**config.mk**
```make
export PLATFORM = sky130hd
export DESIGN_NAME = lhmf_ctrl
export DESIGN_NICKNAME = d
export VERILOG_FILES = /design/src/hw/rtl/lhmf_pkg.sv /design/src/hw/rtl/lhmf_ctrl.sv
export SDC_FILE = /design/constraint.sdc
export NUM_CORES = 1
export LEC_CHECK = 0
export ABC_CLOCK_PERIOD_IN_PS = 1200
export BUFFER_PORTS_ARGS = -buffer_cell sky130_fd_sc_hd__buf_2
export CAP_MARGIN = 10
export CORE_AREA = 8 8 45 47
export DETAILED_ROUTE_END_ITERATION = 7
export DIE_AREA = 0 0 53 55
export PLACE_DENSITY = 0.3
export SYNTH_ARGS = -nofsm -noshare
export SYNTH_HDL_FRONTEND = slang
export SYNTH_SLANG_ARGS = --single-unit
```
**constraint.sdc**
```tcl
create_clock -name clk -period 1.2 [get_ports clk]
set_clock_uncertainty 0.15 [all_clocks]
set_input_delay 0.18 -clock clk [delete_from_list [all_inputs] [get_ports clk]]
set_output_delay 0.18 -clock clk [all_outputs]
set_load 0.005 [all_outputs]
```
**src/hw/rtl/lhmf_pkg.sv**
```systemverilog
// ----------------------------------------------------------------------------
// lhmf_pkg
// Shared constants, types and helpers for the length-header message fifo:
// store size, result codes and the controller/datapath interface structs.
// ----------------------------------------------------------------------------
`default_nettype none

package lhmf_pkg;

  localparam int BUFFER_BYTES = 4096;
  localparam int ADDR_W       = $clog2(BUFFER_BYTES);
  localparam int FILL_W       = 13;
  localparam int CNT_W        = 9;
  localparam int HEADER_BYTES = 4;

  localparam logic [2:0] ST_TAKEN  = 3'd0;
  localparam logic [2:0] ST_COMMIT = 3'd1;
  localparam logic [2:0] ST_DROP   = 3'd2;
  localparam logic [2:0] ST_BYTE   = 3'd3;
  localparam logic [2:0] ST_EMPTY  = 3'd4;

  typedef struct packed {
    logic push;        // push the accepted beat
    logic pop_empty;   // report empty on the accepted pop
    logic pop_read;    // issue the store read for the accepted pop
    logic pop_finish;  // store data is back, finish the pop
  } lhmf_cmd_t;

  typedef struct packed {
    logic empty;       // at a message start with nothing committed
  } lhmf_stat_t;

  function automatic logic [ADDR_W-1:0] next_addr(input logic [ADDR_W-1:0] a);
    next_addr = (a == ADDR_W'(BUFFER_BYTES - 1)) ? '0 : a + 1'b1;
  endfunction

endpackage

`default_nettype wire

```
**src/hw/rtl/lhmf_ctrl.sv**
```systemverilog
// ----------------------------------------------------------------------------
// lhmf_ctrl
// Handshake controller: accepts beats, sequences the pop through
// the store read and owns the result valid flag.
// ----------------------------------------------------------------------------
`default_nettype none

module lhmf_ctrl (
  input  wire logic                clk,
  input  wire logic                rst,
  input  wire logic                in_valid,
  output logic                     in_ready,
  input  wire logic                action,
  output logic                     out_valid,
  input  wire logic                out_ready,
  input  wire lhmf_pkg::lhmf_stat_t stat,
  output lhmf_pkg::lhmf_cmd_t      cmd
);
  import lhmf_pkg::*;

  localparam logic S_IDLE = 1'b0;
  localparam logic S_READ = 1'b1;

  logic state;
  logic state_next;
  logic acc;
  logic load;

  assign in_ready = (state == S_IDLE) && (!out_valid || out_ready);
  assign acc      = in_valid && in_ready;

  always_comb begin
    cmd            = '0;
    cmd.push       = acc && !action;
    cmd.pop_empty  = acc && action && stat.empty;
    cmd.pop_read   = acc && action && !stat.empty;
    cmd.pop_finish = (state == S_READ);
  end

  assign load = cmd.push || cmd.pop_empty || cmd.pop_finish;

  always_comb begin
    state_next = state;
    case (state)
      S_IDLE: begin
        if (cmd.pop_read) state_next = S_READ;
      end
      S_READ: state_next = S_IDLE;
      default: state_next = S_IDLE;
    endcase
  end

  always_ff @(posedge clk) begin
    if (rst) begin
      state     <= S_IDLE;
      out_valid <= 1'b0;
    end else begin
      state <= state_next;
      if (load) out_valid <= 1'b1;
      else if (out_ready) out_valid <= 1'b0;
    end
  end

endmodule

`default_nettype wire

```
==> flow_metrics.py, run 1 <==
metrics = {
    "status": {
        "outcome": "finished with violations",
        "failed_checks": "negative setup slack",
    },
    "logic_synthesis": {
        "post-synth-top-count-cell": "nor2_1",
        "syn_avg_cell_area_um2": 7.424,
        "synthArstFlopShare_pct": 0,
        "synthTopCellsByArea": "dfxtp_1, nor4_2, nor2_1, a21oi_1, a211o_1",
        "syn-num-nets": 21,
        "syn-cell-area_um2": 111.4,
        "syn_inst": 15,
        "ys.warnings.count": 0,
        "synthTopCellsByCount": "nor2_1, a21oi_1, dfxtp_1, inv_1, nand2_1",
        "synthFlopType": "dfxtp_1",
        "yosys.area.top_type": "dfxtp_1",
        "synth_seq_cells": 2,
        "synth_edf_count": 0,
        "synth_top_area_share_pct": 35.96,
        "yosysUniqueCellTypes": 9,
        "ys_seq_area_share_pct": 35.96,
    },
    "clocking": {
        "clkLatencyLatePin_ns": 0.22,
        "cts-root-buf": "clkbuf_4",
        "numCtsBuffers": 3,
        "path_clk_slew_ns": 0.03,
        "clock_path_buffers": 2,
        "cts_tree": "yes",
        "cts_num_sinks": 2,
        "h-tree-depth": 1,
    },
    "power": {
        "p_leak_uw": 0.0001339,
        "finalPower_uw": 279.9,
        "power_density_nw_per_um2": 1119,
        "ir_drop_mv": 0.3947,
    },
    "detailed_routing": {
        "wl_per_cell_um": 10.19,
        "first_pass_iters": 1,
        "post-route-drc-count": 0,
        "antenna_left": 0,
        "drt-vias-per-instance": 3.229,
        "drt-total-wl_um": 489,
        "drt_iter0_markers": 0,
        "num_vias": 155,
    },
    "die": {
        "initial_utilization_pct": 8.047,
        "die_w_um": 53,
        "core_um2": 1384,
        "pin_count": 12,
        "die-area_um2": 2915,
        "die_h_um": 55,
        "row_count": 14,
    },
    "hold_path": {
        "hp-class": "primary input to flip-flop",
        "hold_path.startpoint": "in_valid",
        "min_path_cells": 3,
    },
    "sta": {
        "fmax_mhz": 722.8,
        "post-route-period-util_pct": 115.3,
        "rsz0062_at_grt": "yes",
        "finalCriticalPeriod_ns": 1.383,
        "slew-limit-headroom_pct": 87.54,
        "holdWs_ns": 0.06384,
        "finalMaxSlewViolations": 0,
        "hold_violations": 0,
        "tightest_slew_ns": 0.1854,
        "setup_tns_ns": -0.5722,
        "fin_ws_ns": -0.1835,
        "finalSetupViolCount": 4,
    },
    "worst_setup_path": {
        "cp_cell_sequence": "a211o_1, nor2_1, buf_2",
        "cp_max_fo": 4,
        "cp.required_ns": 0.87,
        "max_stage_delay_ns": 0.31,
        "path_class": "flip-flop to output port",
        "startpoint_type": "flip-flop",
        "end_kind": "output port",
        "reg2reg_depth": 3,
        "r2r-start": "out_valid",
        "cp.arrival_ns": 1.05,
        "cp_slowest_cell": "dfxtp_2",
        "crit_family": "flip-flops",
        "crit_buf_inv": 1,
        "crit_cells": 3,
        "cp-startpoint": "out_valid",
    },
    "global_routing": {
        "grt_pass1_vias": 196,
        "grt_max_degree": 5,
        "antenna_found_initial": 0,
        "grt_pass1_wl_um": 772,
        "grt_usage_pct": 4.089,
        "grt-ovfl-total": 0,
    },
    "layout": {
        "synthToLayoutAreaGrowth_pct": 124.7,
        "final_cell_area_um2": 250.2,
        "final-seq-area_um2": 41.29,
        "multi_input_area_um2": 67.56,
        "layout-drive-gt1-share_pct": 62.50,
        "antenna_cells": 0,
        "fillers": 155,
        "nets": 40,
    },
    "placement": {
        "post-place-ws_ns": -0.004590,
        "io_buffers": 11,
        "placed_area_um2": 186.4,
        "place_hpwl_um": 384.3,
        "routabilityCongestion": 0.5777,
    },
    "flow_run": {
        "drv_cap": 0,
    },
}
==> cell families (layout without fill, tap and decap cells) <==
kind of cell | Yosys count | after routing | synth area share (%)
compound gates | 3 | 3 | 16.86
simple gates | 7 | 7 | 33.71
flops | 2 | 2 | 35.96
buf+inv | 3 | 20 | 13.49
==> cell type report <==
cell class,instances,share of cell area [%]
multi-input cells,10,27.00
repair buffers,15,36.50
inverters,2,3.000
well taps,16,8.000
flip-flops and latches,2,16.50
clock buffers,3,9.000
==> registers in the layout, summed over array words and instances, names as in the netlist <==
signal     count
out_valid      1
state          1
==> power breakdown <==
group / switching [uW] / internal, uW / leakage (uW)
clock: 39.0 / 110 / 0.0000138
sequential: 1.81 / 71.0 / 0.0000167
combinational: 26.5 / 31.2 / 0.000103
total: 67.3 / 213 / 0.000134
==> stage by stage <==
stage	instances	utilization, %
finish	48	18.08
CTS	48	17.27
detailed placement	42	13.47
global route	48	18.08
floorplan	15	-
global placement	42	13.47
==> what timing repair did <==
action                     CTS  global route
setup endpoints to repair    4             5
pin swaps                    3             3
resized for setup            2             2
gates cloned                 0             0
hold buffers                 1             0
setup buffers                2             0
hold endpoints to repair     2             0
==> per-layer routing <==
layer / global-route usage, % / routed length (um) / vias to the layer above / share of wire [%]
li1: - / - / 83 / -
met1: 3.625 / 234 / 61 / 48
met2: 5.078 / 170 / 11 / 35
met3: 3.476 / 84 / 0 / 17
met4: 5.172 / 0 / 0 / 0
met5: 0 / 0 / - / 0
==> cells in the final DEF, fill, tap and decap left out <==
cell type      instances
buf_4                  2
inv_1                  2
dfxtp_2                1
a21oi_1                1
dlygate4sd3_1          1
clkbuf_4               3
nor4_2                 1
buf_2                 11
a211o_1                1
nand2_1                2
nor2_1                 3
a21oi_4                1
nand2b_1               1
buf_6                  1
dfxtp_1                1
==> path summary, 6_finish.rpt <==
check	to	slack, ns
min	out_valid	0.06
max reg2reg	state	0.03
max	cmd[2]	-0.18
min reg2reg	state	0.39
==> tightest hold or removal path: stages <==
cell and delay [ns]:
buf_2 0.10, nand2_1 0.05, a21oi_1 0.06
Power figures use the tool's default switching activity.
==> inputs of run 2 (changes only) <==
Settings changed: TNS_END_PERCENT set to 10.
==> flow_metrics.py, run 2 (synthesis gave the netlist of run 1 again) <==
metrics = {
    "worst_setup_path": {
        "cp_slowest_cell": "dfxtp_2",
        "cp_max_fo": 4,
        "crit_buf_inv": 1,
        "cp.arrival_ns": 1.06,
        "crit_family": "flip-flops",
        "end_kind": "output port",
        "path_class": "flip-flop to output port",
        "cp_cell_sequence": "a211o_1, nor2_1, buf_2",
        "max_stage_delay_ns": 0.31,
        "cp.required_ns": 0.87,
        "startpoint_type": "flip-flop",
    },
    "status": {
        "outcome": "finished with violations",
        "failed_checks": "negative setup slack",
    },
    "power": {
        "switchingPower_uw": 67.18,
        "combinationalPowerShare_pct": 20.6,
        "p_leak_uw": 0.0001338,
        "swShare_pct": 24.02,
        "power_density_nw_per_um2": 1118,
        "ir_drop_mv": 0.3950,
        "power_frac_seq_pct": 26.0,
        "clkPwrFrac_pct": 53.3,
        "p_int_uw": 212.5,
    },
    "clocking": {
        "clock_path_buffers": 2,
        "cts_tree": "yes",
        "numCtsBuffers": 3,
        "clkLatencyLatePin_ns": 0.22,
        "cts-root-buf": "clkbuf_4",
        "cts_num_sinks": 2,
        "path_clk_slew_ns": 0.03,
        "h-tree-depth": 1,
    },
    "sta": {
        "post-route-period-util_pct": 115.5,
        "finalCriticalPeriod_ns": 1.386,
        "tightest_slew_ns": 0.1861,
        "setup_tns_ns": -0.5520,
        "slew-limit-headroom_pct": 87.49,
        "fmax_mhz": 721.4,
        "rsz0062_at_grt": "yes",
        "finalSetupViolCount": 4,
        "fin_ws_ns": -0.1862,
        "hold_violations": 0,
        "finalMaxSlewViolations": 0,
    },
    "placement": {
        "routabilityCongestion": 0.5777,
        "placed_area_um2": 186.4,
        "place_hpwl_um": 384.3,
        "io_buffers": 11,
        "place_inst": 42,
    },
    "die": {
        "die_h_um": 55,
        "core_um2": 1384,
        "initial_utilization_pct": 8.047,
        "die-area_um2": 2915,
        "row_count": 14,
        "die_w_um": 53,
        "pin_count": 12,
    },
    "global_routing": {
        "grt_pass1_wl_um": 772,
        "grt_pass1_vias": 196,
        "grt_max_degree": 5,
        "antenna_found_initial": 0,
        "grt_usage_pct": 4.089,
        "grt-ovfl-total": 0,
    },
    "layout": {
        "fillers": 155,
        "synthToLayoutAreaGrowth_pct": 124.7,
        "final_cell_area_um2": 250.2,
        "layout-drive-gt1-share_pct": 62.50,
        "fin_cells": 48,
        "layout_common_cells": "buf_2, nor2_1, clkbuf_4",
        "nets": 40,
        "largest_registers": "out_valid: 1 flops, state: 1 flops",
        "layout_commonest_cell": "buf_2",
        "antenna_cells": 0,
    },
    "detailed_routing": {
        "drt-total-wl_um": 492,
        "drt_iter0_markers": 0,
        "wl_per_cell_um": 10.25,
        "drt-vias-per-instance": 3.229,
        "num_vias": 155,
        "antenna_left": 0,
        "post-route-drc-count": 0,
        "first_pass_iters": 1,
    },
    "hold_path": {
        "hp-class": "primary input to flip-flop",
    },
    "flow_run": {
        "drv_cap": 0,
    },
}
[run 2: per-layer routing]
metal / up-vias / global-route usage, % / wire length [um] / part of all wire, %
met5: - / 0 / 0 / 0
met4: 0 / 5.172 / 0 / 0
met3: 0 / 3.476 / 84 / 17
met2: 11 / 5.078 / 172 / 35
met1: 61 / 3.625 / 236 / 48
li1: 83 / - / - / -
[run 2: worst paths after layout]
check              endpoint       from  cells past startpoint  slack [ns]
setup / recovery     cmd[1]  out_valid                      3       -0.19
hold / removal    out_valid   in_valid                      3        0.06
setup reg to reg      state  out_valid                      3        0.02
hold reg to reg       state      state                      2        0.39
[run 2: final cells by class]
cell class | count | area, um^2 | share of cell area, %
clock buffers | 3 | 22.52 | 9.000
inverters | 2 | 7.507 | 3.000
flip-flops and latches | 2 | 41.29 | 16.50
multi-input cells | 10 | 67.56 | 27.00
repair buffers | 15 | 91.34 | 36.50
well taps | 16 | 20.02 | 8.000
[run 2: timing repair]
item	4_1_cts	5_1_grt
hold buffers	1	0
endpoints found under the setup margin	4	5
gates resized for setup	2	2
pin swaps	3	1
buffers inserted	2	0
hold endpoints to repair	2	0
[run 2: metrics by stage]
stage | worst slack, ns | power [uW] | util (%) | hold slack [ns]
after floorplan | 0.1305 | 92.03 | - | 0.09907
after global placement | 0.005118 | 116.0 | 13.47 | 0.2206
after detailed placement | -0.004590 | 116.0 | 13.47 | 0.2276
after CTS | -0.2176 | 286.1 | 17.27 | 0.05993
after global routing | -0.2444 | 298.8 | 18.08 | 0.08468
final | -0.1862 | 279.7 | 18.08 | 0.06383
[run 2: worst reg2reg max path: cells and delay by family (launching register included)]
| family | cells | cell delay [ns] |
|---|---|---|
| compound gates | 1 | 0.29 |
| buf+inv | 1 | 0.15 |
| flops | 1 | 0.31 |
| simple gates | 1 | 0.19 |
[run 2: power by group through the flow]
stage | clock network, uW | registers (uW) | logic [uW]
after global placement | 0 | 74.0 | 42.1
after detailed placement | 0 | 73.7 | 42.2
after CTS | 159 | 72.7 | 54.6
after global routing | 162 | 73.0 | 64.2
final | 149 | 72.8 | 57.8
after floorplan | 0 | 74.1 | 17.9
